**src/rtl/core/csrc_pkg.sv**
```systemverilog
// ----------------------------------------------------------------------------
// csrc_pkg
// Shared types and constants of the command servo ramp controller.
// ----------------------------------------------------------------------------
package csrc_pkg;

	// widths
	localparam int unsigned ANGLE_W = 8;
	localparam int unsigned PULSE_W = 12;
	localparam int unsigned DRIVE_W = 4;
	localparam int unsigned CMD_W   = 8;
	localparam int unsigned CFG_IDX_W = 3;
	localparam int unsigned CFG_DATA_W = 8;

	// configuration register indexes
	typedef enum logic [CFG_IDX_W-1:0] {
		CFG_BASE_MIN     = 3'd0,
		CFG_BASE_MAX     = 3'd1,
		CFG_SHOULDER_MAX = 3'd2,
		CFG_ELBOW_MAX    = 3'd3,
		CFG_WRIST_MAX    = 3'd4,
		CFG_ELBOW_PRESET = 3'd5,
		CFG_WRIST_PRESET = 3'd6
	} cfg_idx_t;

	// configuration reset values
	localparam logic [ANGLE_W-1:0] RST_BASE_MIN     = 8'd5;
	localparam logic [ANGLE_W-1:0] RST_BASE_MAX     = 8'd40;
	localparam logic [ANGLE_W-1:0] RST_SHOULDER_MAX = 8'd180;
	localparam logic [ANGLE_W-1:0] RST_ELBOW_MAX    = 8'd120;
	localparam logic [ANGLE_W-1:0] RST_WRIST_MAX    = 8'd120;
	localparam logic [ANGLE_W-1:0] RST_ELBOW_PRESET = 8'd65;
	localparam logic [ANGLE_W-1:0] RST_WRIST_PRESET = 8'd110;

	// angle reset values
	localparam logic [ANGLE_W-1:0] RST_BASE_ANGLE     = 8'd5;
	localparam logic [ANGLE_W-1:0] RST_SHOULDER_ANGLE = 8'd0;
	localparam logic [ANGLE_W-1:0] RST_ELBOW_ANGLE    = 8'd65;
	localparam logic [ANGLE_W-1:0] RST_WRIST_ANGLE    = 8'd110;

	// ramp modes
	typedef enum logic [3:0] {
		MODE_NONE          = 4'd0,
		MODE_BASE_UP       = 4'd1,
		MODE_BASE_DOWN     = 4'd2,
		MODE_SHOULDER_UP   = 4'd3,
		MODE_SHOULDER_DOWN = 4'd4,
		MODE_ELBOW_UP      = 4'd5,
		MODE_ELBOW_DOWN    = 4'd6,
		MODE_WRIST_UP      = 4'd7,
		MODE_WRIST_DOWN    = 4'd8
	} ramp_mode_t;

	// drive pin patterns
	localparam logic [DRIVE_W-1:0] DRIVE_A   = 4'd5;
	localparam logic [DRIVE_W-1:0] DRIVE_B   = 4'd9;
	localparam logic [DRIVE_W-1:0] DRIVE_C   = 4'd6;
	localparam logic [DRIVE_W-1:0] DRIVE_D   = 4'd10;
	localparam logic [DRIVE_W-1:0] DRIVE_OFF = 4'd0;

	// command characters
	localparam logic [CMD_W-1:0] CMD_A = 8'h41;
	localparam logic [CMD_W-1:0] CMD_B = 8'h42;
	localparam logic [CMD_W-1:0] CMD_C = 8'h43;
	localparam logic [CMD_W-1:0] CMD_D = 8'h44;
	localparam logic [CMD_W-1:0] CMD_E = 8'h45;
	localparam logic [CMD_W-1:0] CMD_F = 8'h46;
	localparam logic [CMD_W-1:0] CMD_G = 8'h47;
	localparam logic [CMD_W-1:0] CMD_H = 8'h48;
	localparam logic [CMD_W-1:0] CMD_I = 8'h49;
	localparam logic [CMD_W-1:0] CMD_J = 8'h4A;
	localparam logic [CMD_W-1:0] CMD_K = 8'h4B;
	localparam logic [CMD_W-1:0] CMD_L = 8'h4C;
	localparam logic [CMD_W-1:0] CMD_N = 8'h4E;
	localparam logic [CMD_W-1:0] CMD_O = 8'h4F;
	localparam logic [CMD_W-1:0] CMD_P = 8'h50;
	localparam logic [CMD_W-1:0] CMD_Q = 8'h51;
	localparam logic [CMD_W-1:0] CMD_X = 8'h58;

	// pulse = 125*(4a+180)/36 = 125*(a+45)/9
	// 125*ceil(2^19/9) as reciprocal, exact for every 8-bit angle
	localparam logic [8:0]  PULSE_OFFSET = 9'd45;
	localparam logic [31:0] PULSE_RECIP  = 32'd7281875;
	localparam int unsigned PULSE_SHIFT  = 19;
	localparam logic [PULSE_W-1:0] PULSE_MAX = 12'd4095;

endpackage

```
**src/rtl/core/csrc_if.sv**
```systemverilog
// ----------------------------------------------------------------------------
// csrc interfaces
// Request, result and configuration channels with valid/ready handshake.
// ----------------------------------------------------------------------------

// request channel: command byte or ramp tick
interface csrc_req_if;
	logic                          valid;
	logic                          ready;
	logic                          req_type;
	logic [csrc_pkg::CMD_W-1:0]    cmd_byte;

	modport source (output valid, output req_type, output cmd_byte, input ready);
	modport sink   (input valid, input req_type, input cmd_byte, output ready);
endinterface

// result channel: pins and servo pulse widths
interface csrc_res_if;
	logic                          valid;
	logic                          ready;
	logic [csrc_pkg::DRIVE_W-1:0]  drive_pins;
	logic                          lamp_pin;
	logic                          aux_pin;
	logic [csrc_pkg::PULSE_W-1:0]  base_pulse;
	logic [csrc_pkg::PULSE_W-1:0]  shoulder_pulse;
	logic [csrc_pkg::PULSE_W-1:0]  elbow_pulse;
	logic [csrc_pkg::PULSE_W-1:0]  wrist_pulse;

	modport source (output valid, output drive_pins, output lamp_pin, output aux_pin,
		output base_pulse, output shoulder_pulse, output elbow_pulse,
		output wrist_pulse, input ready);
	modport sink   (input valid, input drive_pins, input lamp_pin, input aux_pin,
		input base_pulse, input shoulder_pulse, input elbow_pulse,
		input wrist_pulse, output ready);
endinterface

// configuration write channel
interface csrc_cfg_if;
	logic                            valid;
	logic                            ready;
	logic [csrc_pkg::CFG_IDX_W-1:0]  index;
	logic [csrc_pkg::CFG_DATA_W-1:0] data;

	modport source (output valid, output index, output data, input ready);
	modport sink   (input valid, input index, input data, output ready);
endinterface

```
**src/rtl/core/csrc_pulse.sv**
```systemverilog
// ----------------------------------------------------------------------------
// csrc_pulse
// Converts a servo angle to a PWM pulse width, saturated to twelve bits.
// ----------------------------------------------------------------------------
module csrc_pulse (
	input  logic [csrc_pkg::ANGLE_W-1:0] angle,
	output logic [csrc_pkg::PULSE_W-1:0] pulse
);

	logic [8:0]  offs;
	logic [31:0] prod;
	logic [12:0] quo;

	// divide by nine through a reciprocal multiply
	always_comb begin
		offs  = {1'b0, angle} + csrc_pkg::PULSE_OFFSET;
		prod  = 32'(offs) * csrc_pkg::PULSE_RECIP;
		quo   = prod[31:csrc_pkg::PULSE_SHIFT];
		pulse = (quo > 13'(csrc_pkg::PULSE_MAX)) ? csrc_pkg::PULSE_MAX
			: quo[csrc_pkg::PULSE_W-1:0];
	end

endmodule

```
**src/rtl/core/command_servo_ramp_controller.sv**
```systemverilog
// ----------------------------------------------------------------------------
// command_servo_ramp_controller
// Result: registered, valid in the cycle after its request is accepted.
// Throughput: one request per cycle; the result register is reloaded in the
// same cycle it is taken, so a stall holds requests only while it is full.
// Reset: arst_n clears angles, pins and ramp mode to their power-on values
// and loads the configuration registers with their defaults.
// ----------------------------------------------------------------------------
module command_servo_ramp_controller (
	input  logic         clk,
	input  logic         arst_n,
	csrc_req_if.sink     req,
	csrc_res_if.source   res,
	csrc_cfg_if.sink     cfg
);

	localparam int unsigned AW = csrc_pkg::ANGLE_W;

	// configuration registers
	logic [AW-1:0] base_min_q, base_max_q, shoulder_max_q, elbow_max_q;
	logic [AW-1:0] wrist_max_q, elbow_preset_q, wrist_preset_q;

	// controller state
	csrc_pkg::ramp_mode_t             ramp_mode_q, ramp_mode_d;
	logic [AW-1:0]                    base_q, shoulder_q, elbow_q, wrist_q;
	logic [AW-1:0]                    base_d, shoulder_d, elbow_d, wrist_d;
	logic [csrc_pkg::DRIVE_W-1:0]     drive_q, drive_d;
	logic                             lamp_q, lamp_d, aux_q, aux_d;

	// result register
	logic                             res_valid_q;
	logic [csrc_pkg::PULSE_W-1:0]     base_pulse_d, shoulder_pulse_d;
	logic [csrc_pkg::PULSE_W-1:0]     elbow_pulse_d, wrist_pulse_d;

	logic req_acc;
	logic cfg_acc;

	// handshakes
	assign req.ready = !res_valid_q || res.ready;
	assign req_acc   = req.valid && req.ready;
	assign cfg.ready = 1'b1;
	assign cfg_acc   = cfg.valid;

	// configuration writes
	always_ff @(posedge clk or negedge arst_n) begin
		if (!arst_n) begin
			base_min_q     <= csrc_pkg::RST_BASE_MIN;
			base_max_q     <= csrc_pkg::RST_BASE_MAX;
			shoulder_max_q <= csrc_pkg::RST_SHOULDER_MAX;
			elbow_max_q    <= csrc_pkg::RST_ELBOW_MAX;
			wrist_max_q    <= csrc_pkg::RST_WRIST_MAX;
			elbow_preset_q <= csrc_pkg::RST_ELBOW_PRESET;
			wrist_preset_q <= csrc_pkg::RST_WRIST_PRESET;
		end else if (cfg_acc) begin
			case (cfg.index)
				csrc_pkg::CFG_BASE_MIN:     base_min_q     <= cfg.data;
				csrc_pkg::CFG_BASE_MAX:     base_max_q     <= cfg.data;
				csrc_pkg::CFG_SHOULDER_MAX: shoulder_max_q <= cfg.data;
				csrc_pkg::CFG_ELBOW_MAX:    elbow_max_q    <= cfg.data;
				csrc_pkg::CFG_WRIST_MAX:    wrist_max_q    <= cfg.data;
				csrc_pkg::CFG_ELBOW_PRESET: elbow_preset_q <= cfg.data;
				csrc_pkg::CFG_WRIST_PRESET: wrist_preset_q <= cfg.data;
				default: ;
			endcase
		end
	end

	// next state from a tick or a command
	always_comb begin
		ramp_mode_d = ramp_mode_q;
		base_d      = base_q;
		shoulder_d  = shoulder_q;
		elbow_d     = elbow_q;
		wrist_d     = wrist_q;
		drive_d     = drive_q;
		lamp_d      = lamp_q;
		aux_d       = aux_q;
		if (req.req_type) begin
			case (ramp_mode_q)
				csrc_pkg::MODE_BASE_UP:
					if (base_q < base_max_q) base_d = base_q + 8'd1;
				csrc_pkg::MODE_BASE_DOWN:
					if (base_q > base_min_q) base_d = base_q - 8'd1;
				csrc_pkg::MODE_SHOULDER_UP:
					if (shoulder_q < shoulder_max_q) shoulder_d = shoulder_q + 8'd1;
				csrc_pkg::MODE_SHOULDER_DOWN:
					if (shoulder_q != '0) shoulder_d = shoulder_q - 8'd1;
				csrc_pkg::MODE_ELBOW_UP:
					if (elbow_q < elbow_max_q) elbow_d = elbow_q + 8'd1;
				csrc_pkg::MODE_ELBOW_DOWN:
					if (elbow_q != '0) elbow_d = elbow_q - 8'd1;
				csrc_pkg::MODE_WRIST_UP:
					if (wrist_q < wrist_max_q) wrist_d = wrist_q + 8'd1;
				csrc_pkg::MODE_WRIST_DOWN:
					if (wrist_q != '0) wrist_d = wrist_q - 8'd1;
				default: ;
			endcase
		end else begin
			case (req.cmd_byte)
				csrc_pkg::CMD_A: drive_d = csrc_pkg::DRIVE_A;
				csrc_pkg::CMD_B: drive_d = csrc_pkg::DRIVE_B;
				csrc_pkg::CMD_C: drive_d = csrc_pkg::DRIVE_C;
				csrc_pkg::CMD_D: drive_d = csrc_pkg::DRIVE_D;
				csrc_pkg::CMD_E: begin
					drive_d     = csrc_pkg::DRIVE_OFF;
					aux_d       = 1'b0;
					ramp_mode_d = csrc_pkg::MODE_NONE;
				end
				csrc_pkg::CMD_L: lamp_d = 1'b1;
				csrc_pkg::CMD_X: lamp_d = 1'b0;
				csrc_pkg::CMD_Q: aux_d  = 1'b1;
				csrc_pkg::CMD_F: ramp_mode_d = csrc_pkg::MODE_BASE_UP;
				csrc_pkg::CMD_G: ramp_mode_d = csrc_pkg::MODE_BASE_DOWN;
				csrc_pkg::CMD_H: ramp_mode_d = csrc_pkg::MODE_SHOULDER_UP;
				csrc_pkg::CMD_I: ramp_mode_d = csrc_pkg::MODE_SHOULDER_DOWN;
				csrc_pkg::CMD_J: ramp_mode_d = csrc_pkg::MODE_ELBOW_UP;
				csrc_pkg::CMD_K: ramp_mode_d = csrc_pkg::MODE_ELBOW_DOWN;
				csrc_pkg::CMD_N: ramp_mode_d = csrc_pkg::MODE_WRIST_UP;
				csrc_pkg::CMD_O: ramp_mode_d = csrc_pkg::MODE_WRIST_DOWN;
				csrc_pkg::CMD_P: begin
					elbow_d = elbow_preset_q;
					wrist_d = wrist_preset_q;
				end
				default: ;
			endcase
		end
	end

	// pulse widths from the updated angles
	csrc_pulse u_base_pulse     (.angle(base_d),     .pulse(base_pulse_d));
	csrc_pulse u_shoulder_pulse (.angle(shoulder_d), .pulse(shoulder_pulse_d));
	csrc_pulse u_elbow_pulse    (.angle(elbow_d),    .pulse(elbow_pulse_d));
	csrc_pulse u_wrist_pulse    (.angle(wrist_d),    .pulse(wrist_pulse_d));

	// state update on each accepted request
	always_ff @(posedge clk or negedge arst_n) begin
		if (!arst_n) begin
			ramp_mode_q <= csrc_pkg::MODE_NONE;
			base_q      <= csrc_pkg::RST_BASE_ANGLE;
			shoulder_q  <= csrc_pkg::RST_SHOULDER_ANGLE;
			elbow_q     <= csrc_pkg::RST_ELBOW_ANGLE;
			wrist_q     <= csrc_pkg::RST_WRIST_ANGLE;
			drive_q     <= csrc_pkg::DRIVE_OFF;
			lamp_q      <= 1'b0;
			aux_q       <= 1'b0;
		end else if (req_acc) begin
			ramp_mode_q <= ramp_mode_d;
			base_q      <= base_d;
			shoulder_q  <= shoulder_d;
			elbow_q     <= elbow_d;
			wrist_q     <= wrist_d;
			drive_q     <= drive_d;
			lamp_q      <= lamp_d;
			aux_q       <= aux_d;
		end
	end

	// result valid
	always_ff @(posedge clk or negedge arst_n) begin
		if (!arst_n) begin
			res_valid_q <= 1'b0;
		end else if (req_acc) begin
			res_valid_q <= 1'b1;
		end else if (res.ready) begin
			res_valid_q <= 1'b0;
		end
	end

	// result payload
	always_ff @(posedge clk) begin
		if (req_acc) begin
			res.drive_pins     <= drive_d;
			res.lamp_pin       <= lamp_d;
			res.aux_pin        <= aux_d;
			res.base_pulse     <= base_pulse_d;
			res.shoulder_pulse <= shoulder_pulse_d;
			res.elbow_pulse    <= elbow_pulse_d;
			res.wrist_pulse    <= wrist_pulse_d;
		end
	end

	assign res.valid = res_valid_q;

	// an accepted request always leaves a result behind
	a_req_gives_res: assert property (@(posedge clk) disable iff (!arst_n)
		req_acc |=> res_valid_q)
		else $error("accepted request left no result");

	// drive pattern only takes the command patterns
	a_drive_legal: assert property (@(posedge clk) disable iff (!arst_n)
		drive_q == csrc_pkg::DRIVE_OFF || drive_q == csrc_pkg::DRIVE_A ||
		drive_q == csrc_pkg::DRIVE_B || drive_q == csrc_pkg::DRIVE_C ||
		drive_q == csrc_pkg::DRIVE_D)
		else $error("drive pattern out of set");

	// stop command clears the drive pattern, aux and ramp mode
	a_stop_clears: assert property (@(posedge clk) disable iff (!arst_n)
		(req_acc && !req.req_type && req.cmd_byte == csrc_pkg::CMD_E) |=>
		(ramp_mode_q == csrc_pkg::MODE_NONE && !aux_q && drive_q == csrc_pkg::DRIVE_OFF))
		else $error("stop command did not clear state");

	// base ramps up by exactly one below its limit
	a_base_step: assert property (@(posedge clk) disable iff (!arst_n)
		(req_acc && req.req_type && ramp_mode_q == csrc_pkg::MODE_BASE_UP &&
		base_q < base_max_q) |=> (base_q == $past(base_q) + 8'd1))
		else $error("base ramp step wrong");

	// angles hold without an accepted request
	a_angles_hold: assert property (@(posedge clk) disable iff (!arst_n)
		!req_acc |=> ($stable(base_q) && $stable(shoulder_q) &&
		$stable(elbow_q) && $stable(wrist_q)))
		else $error("angle moved without request");

endmodule
```
**src/flat_wrapper.sv**
```systemverilog
// flat-port wrapper written by rule: the top's interface ports become plain ports
module command_servo_ramp_controller_flat 
  (clk, arst_n, req_valid, req_req_type, req_cmd_byte, req_ready, res_valid, res_drive_pins, res_lamp_pin, res_aux_pin, res_base_pulse, res_shoulder_pulse, res_elbow_pulse, res_wrist_pulse, res_ready, cfg_valid, cfg_index, cfg_data, cfg_ready);
  csrc_req_if req_i ();
  csrc_res_if res_i ();
  csrc_cfg_if cfg_i ();
  input  logic clk;
  input  logic arst_n;
  input wire logic [$bits(req_i.valid)-1:0] req_valid;
  input wire logic [$bits(req_i.req_type)-1:0] req_req_type;
  input wire logic [$bits(req_i.cmd_byte)-1:0] req_cmd_byte;
  output wire logic [$bits(req_i.ready)-1:0] req_ready;
  output wire logic [$bits(res_i.valid)-1:0] res_valid;
  output wire logic [$bits(res_i.drive_pins)-1:0] res_drive_pins;
  output wire logic [$bits(res_i.lamp_pin)-1:0] res_lamp_pin;
  output wire logic [$bits(res_i.aux_pin)-1:0] res_aux_pin;
  output wire logic [$bits(res_i.base_pulse)-1:0] res_base_pulse;
  output wire logic [$bits(res_i.shoulder_pulse)-1:0] res_shoulder_pulse;
  output wire logic [$bits(res_i.elbow_pulse)-1:0] res_elbow_pulse;
  output wire logic [$bits(res_i.wrist_pulse)-1:0] res_wrist_pulse;
  input wire logic [$bits(res_i.ready)-1:0] res_ready;
  input wire logic [$bits(cfg_i.valid)-1:0] cfg_valid;
  input wire logic [$bits(cfg_i.index)-1:0] cfg_index;
  input wire logic [$bits(cfg_i.data)-1:0] cfg_data;
  output wire logic [$bits(cfg_i.ready)-1:0] cfg_ready;
  assign req_i.valid = req_valid;
  assign req_i.req_type = req_req_type;
  assign req_i.cmd_byte = req_cmd_byte;
  assign req_ready = req_i.ready;
  assign res_valid = res_i.valid;
  assign res_drive_pins = res_i.drive_pins;
  assign res_lamp_pin = res_i.lamp_pin;
  assign res_aux_pin = res_i.aux_pin;
  assign res_base_pulse = res_i.base_pulse;
  assign res_shoulder_pulse = res_i.shoulder_pulse;
  assign res_elbow_pulse = res_i.elbow_pulse;
  assign res_wrist_pulse = res_i.wrist_pulse;
  assign res_i.ready = res_ready;
  assign cfg_i.valid = cfg_valid;
  assign cfg_i.index = cfg_index;
  assign cfg_i.data = cfg_data;
  assign cfg_ready = cfg_i.ready;
  command_servo_ramp_controller u_core (.clk(clk), .arst_n(arst_n), .req(req_i), .res(res_i), .cfg(cfg_i));
endmodule
```
**config.mk**
```make
export PLATFORM = sky130hd
export DESIGN_NAME = command_servo_ramp_controller_flat
export DESIGN_NICKNAME = d
export VERILOG_FILES = /design/src/rtl/core/csrc_pkg.sv /design/src/rtl/core/csrc_if.sv /design/src/rtl/core/csrc_pulse.sv /design/src/rtl/core/command_servo_ramp_controller.sv /design/src/flat_wrapper.sv
export SDC_FILE = /design/constraint.sdc
export NUM_CORES = 1
export LEC_CHECK = 0
export BUFFER_PORTS_ARGS = -buffer_cell sky130_fd_sc_hd__buf_2
export CORE_MARGIN = 5
export CORE_UTILIZATION = 40
export CTS_CLUSTER_DIAMETER = 50
export DETAILED_ROUTE_END_ITERATION = 7
export SLEW_MARGIN = 20
export SYNTH_ARGS = -nofsm -noshare
export SYNTH_HDL_FRONTEND = slang
export SYNTH_SLANG_ARGS = --single-unit
```
**constraint.sdc**
```tcl
create_clock -name clk -period 8.2 [get_ports clk]
set_input_delay 0.82 -clock clk [delete_from_list [all_inputs] [get_ports clk]]
set_output_delay 0.82 -clock clk [all_outputs]
set_load 0.05 [all_outputs]
```
==> impl_results.md <==
- Non-Filler Instances: 3252
- Final Max Slew Viols: 0
- Via count: approximately 17k
- Antenna Nets Post-Route: 0
- Ranking of synthesized cells by area: fa_1, ha_1, inv_1
- R2r worst-path depth: 27
- Hold Path Class: in -> async
- Die ar.: 60500 um2
- Final net count: 3093
- Status: finished clean
- Crit path launch type: flip-flop
- Max-Cap Viols: 0
- Share of the synthesized area in the top cell type: 20.1%
- Core Area: 55100 um2
- Fin crit period: 7.87 ns
- Total CTS buffers: 17
- Main combinational cell family by area after synthesis: adder cells
- H-tree depth: 4
- Setup Crit Path Kind: reg -> reg
- Post-Syn Area: 22300 um2
- Worst Setup SP: u_core.wrist_q[5]
- Cell count after synthesis: ~2.4k
- Final hold violations: 0
- Worst slew pin tran: 0.879 ns
- CTS root buffer: clkbuf_16
- Top_reg_cell synth: dfrtp_1
- Skew-Pair Late Insertion Delay: ~0.46 ns
- Placed insts: ~3.2k
- GR Util All Layers: 18.4%
- Longest Clk Path Bufs: 2
- CTS tree: done
- Crit share post-route: a little over nine tenths
- EDFF count, synth: 54
- Area growth from synthesis to layout: 11.2%
- Register bit total from synthesis: about 150
- Final setup viols: 0
- Yosys top cell by area: fa_1
- Syn Area/Cell: 9.42 um2
- # clock sinks: 153
- XOR/XNOR Fraction of Synth Area: around 4.5%
- Vias in the first global route: 17.5k
- Max Fclk: 127 MHz
- CP required: approximately 8.4 ns
- Syn Nets: 2967
- Setup crit end: u_core.res.wrist_pulse[10]
- Largest fanout on the critical path: 12
- CTS clk-pin slew, worst paths: approximately 0.07 ns
- Seq/Total Area, Yosys: 18.6%
- Mux cell area share after synthesis: 3.64%
- Cts hold-fix bufs: 0
- Netlist cell types: 92
- DRC: 0
- DRT Pass-1 Iters: 7
- Post-DP HPWL: approximately 45000 um
- Port Buf Inserts: 80
- Compound-Gate Fraction of Synth Area: 12.9%
- Initial DRC count: between 600 and 700
- Fraction of registers with async set or reset after synthesis: 64.7%
- Skew final: 0.0111 ns
- Largest net degree at the start of global routing: between 60 and 70
- Initial antenna violation count: 1
- Simple-Gate Fraction of Synth Area: approximately 11%
- Post-Route WL: 54700 um
- Die outline width: 246 um
- Post-synthesis adder-cell area fraction: 40.0%
- Initial Util: about two fifths
- Relative slew slack: 41.4%
- Drt wl/cell: 16.8 um
- Die Y: roughly 250 um
- IO Pins: 82
- Crit path DAT: 8.06 ns
- Routability congestion estimate: 0.928
- Num rows: 86
- Synth warn: 0
- Total congestion overflow: 0
- Critical path capture point type: flip-flop
- Reg-to-Reg Start: u_core.wrist_q[5]
- First-pass GRT wire length: 90800 um
- Layout cells sized above 1: 14.3%
- Vias per cell: roughly 5.2
- R2r endpoint: u_core.res.wrist_pulse[10]
- Reg2Reg Setup Slack: 0.33 ns
==> Yosys cell counts (9+ instances only) <==
cell type and count:
nand3_1 36, a21oi_1 86, a211oi_1 20, nand4_1 17, dfrtp_1 67, or3_1 13, or2_2 15, nand2_1 159
inv_1 484, nand2b_1 34, o211ai_1 10, nor2_1 88, a211o_1 10, mux2i_1 19, buf_2 9, nor3_1 34
fa_1 224, mux2_2 55, clkbuf_1 34, o21a_1 15, dfstp_2 32, and3_1 16, xor2_1 43, edfxtp_1 54
xnor2_1 67, nor2b_1 17, ha_1 354, o21ai_0 107, a31oi_1 15, a21o_1 48
==> kinds of logic after synthesis <==
family	count (synthesis)
AO/OA/AOI/OAI	425
XOR/XNOR	111
adder cells (fa/ha/maj)	578
buffers and inverters	537
flip-flops	153
multiplexers	74
other	1
AND/OR/NAND/NOR	485
==> how the worst min path moves through the flow <==
stage | start | to | slack, ns | depth (start not counted)
global route | arst_n | u_core.res.valid | 0.30 | 1
detailed placement | u_core.elbow_max_q[1] | u_core.elbow_max_q[1] | 0.50 | 1
finish | arst_n | u_core.res.valid | 0.31 | 1
CTS | arst_n | u_core.res.valid | 0.28 | 1
global placement | u_core.drive_q[1] | u_core.drive_q[1] | 0.48 | 2
floorplan | u_core.drive_q[1] | u_core.drive_q[1] | 0.47 | 2
==> metrics by stage <==
step | TNS [ns] | hold slack, ns | setup slack (ns) | instance area, um2 | util, %
6_report | 0 | 0.308 | 0.332 | 24800 | 45.0
4_1_cts | 0 | 0.283 | 0.0190 | 24500 | 44.5
3_3_place_gp | -0.0430 | 0.484 | -0.0239 | 23900 | 43.4
2_1_floorplan | 0 | 0.466 | 0.632 | 22300 | -
3_5_place_dp | -3.23 | 0.495 | -0.238 | 23900 | 43.4
5_1_grt | -0.0800 | 0.302 | -0.0464 | 24800 | 44.9
==> final cells by class <==
type / instances / area (um2)
Clock buffer: 19 / 433
Clock inverter: 13 / 168
Multi-Input combinational cell: 1674 / 16300
Fill cell: 5306 / 30300
Antenna cell: 1 / 2.50
Inverter: 485 / 1820
Tap cell: 748 / 936
Timing Repair Buffer: 159 / 996
Sequential cell: 153 / 4140
==> per-layer routing <==
metal	share of wire [%]	GRT usage (%)	wire length [um]
met1	46	24.5	25400
met2	49	32.2	26800
met3	3.2	2.65	1770
met4	1.2	3.69	670
met5	0.024	0	13
==> what timing repair did <==
action	in CTS	in global routing
buffers inserted	0	6
resized for setup	3	38
endpoints found under the setup margin	14	48
cloned	0	0
pin swaps	0	5
==> sequential cells by signal, summed over array words and instances (netlist names), 4 cells and up <==
| signal | count |
|---|---|
| u_core.res.wrist_pulse | 12 |
| u_core.shoulder_q | 8 |
| u_core.elbow_max_q | 8 |
| u_core.res.drive_pins | 4 |
| u_core.base_max_q | 8 |
| u_core.base_min_q | 8 |
| u_core.res.base_pulse | 12 |
| u_core.res.elbow_pulse | 12 |
| u_core.wrist_preset_q | 8 |
| u_core.elbow_preset_q | 8 |
| u_core.res.shoulder_pulse | 12 |
| u_core.wrist_q | 8 |
| u_core.wrist_max_q | 8 |
| u_core.ramp_mode_q | 4 |
| u_core.elbow_q | 8 |
| u_core.base_q | 8 |
| u_core.shoulder_max_q | 8 |
| u_core.drive_q | 4 |
==> critical path: stages, from the launching register on <==
cell and delay (ns):
dfstp_2 0.66, ha_1 0.28, a21o_1 0.19, a21o_1 0.19
a21o_1 0.24, a2111oi_1 0.47, a211oi_2 0.19, ha_1 0.27
or3_1 0.42, a21oi_2 0.28, xor2_1 0.39, ha_1 0.39
inv_1 0.11, fa_1 0.51, inv_1 0.05, fa_1 0.47
inv_1 0.05, fa_1 0.47, inv_1 0.04, ha_1 0.28
a21o_1 0.18, a211oi_1 0.23, a21o_1 0.23, o21ai_0 0.18
a21o_1 0.22, a21oi_2 0.22, xnor2_4 0.21, o2111ai_1 0.18
==> layout by cell type, fill, tap and decap left out, drive strengths merged, types with 25 or more instances in the layout <==
cell	netlist	routed
nand2	160	160
nor3	35	35
nand3	36	36
xor2	43	43
o21ai	116	116
inv	484	489
nor2	88	88
dfstp	32	32
buf	18	159
nand2b	34	34
edfxtp	54	54
a21oi	90	90
fa	224	224
a211oi	25	25
ha	354	354
dfrtp	67	67
a21o	48	48
mux2	55	55
xnor2	68	68
Power is left out: the tool's default activity adds up to more than one toggle a clock period on the data nets, which glitch-free logic cannot reach.
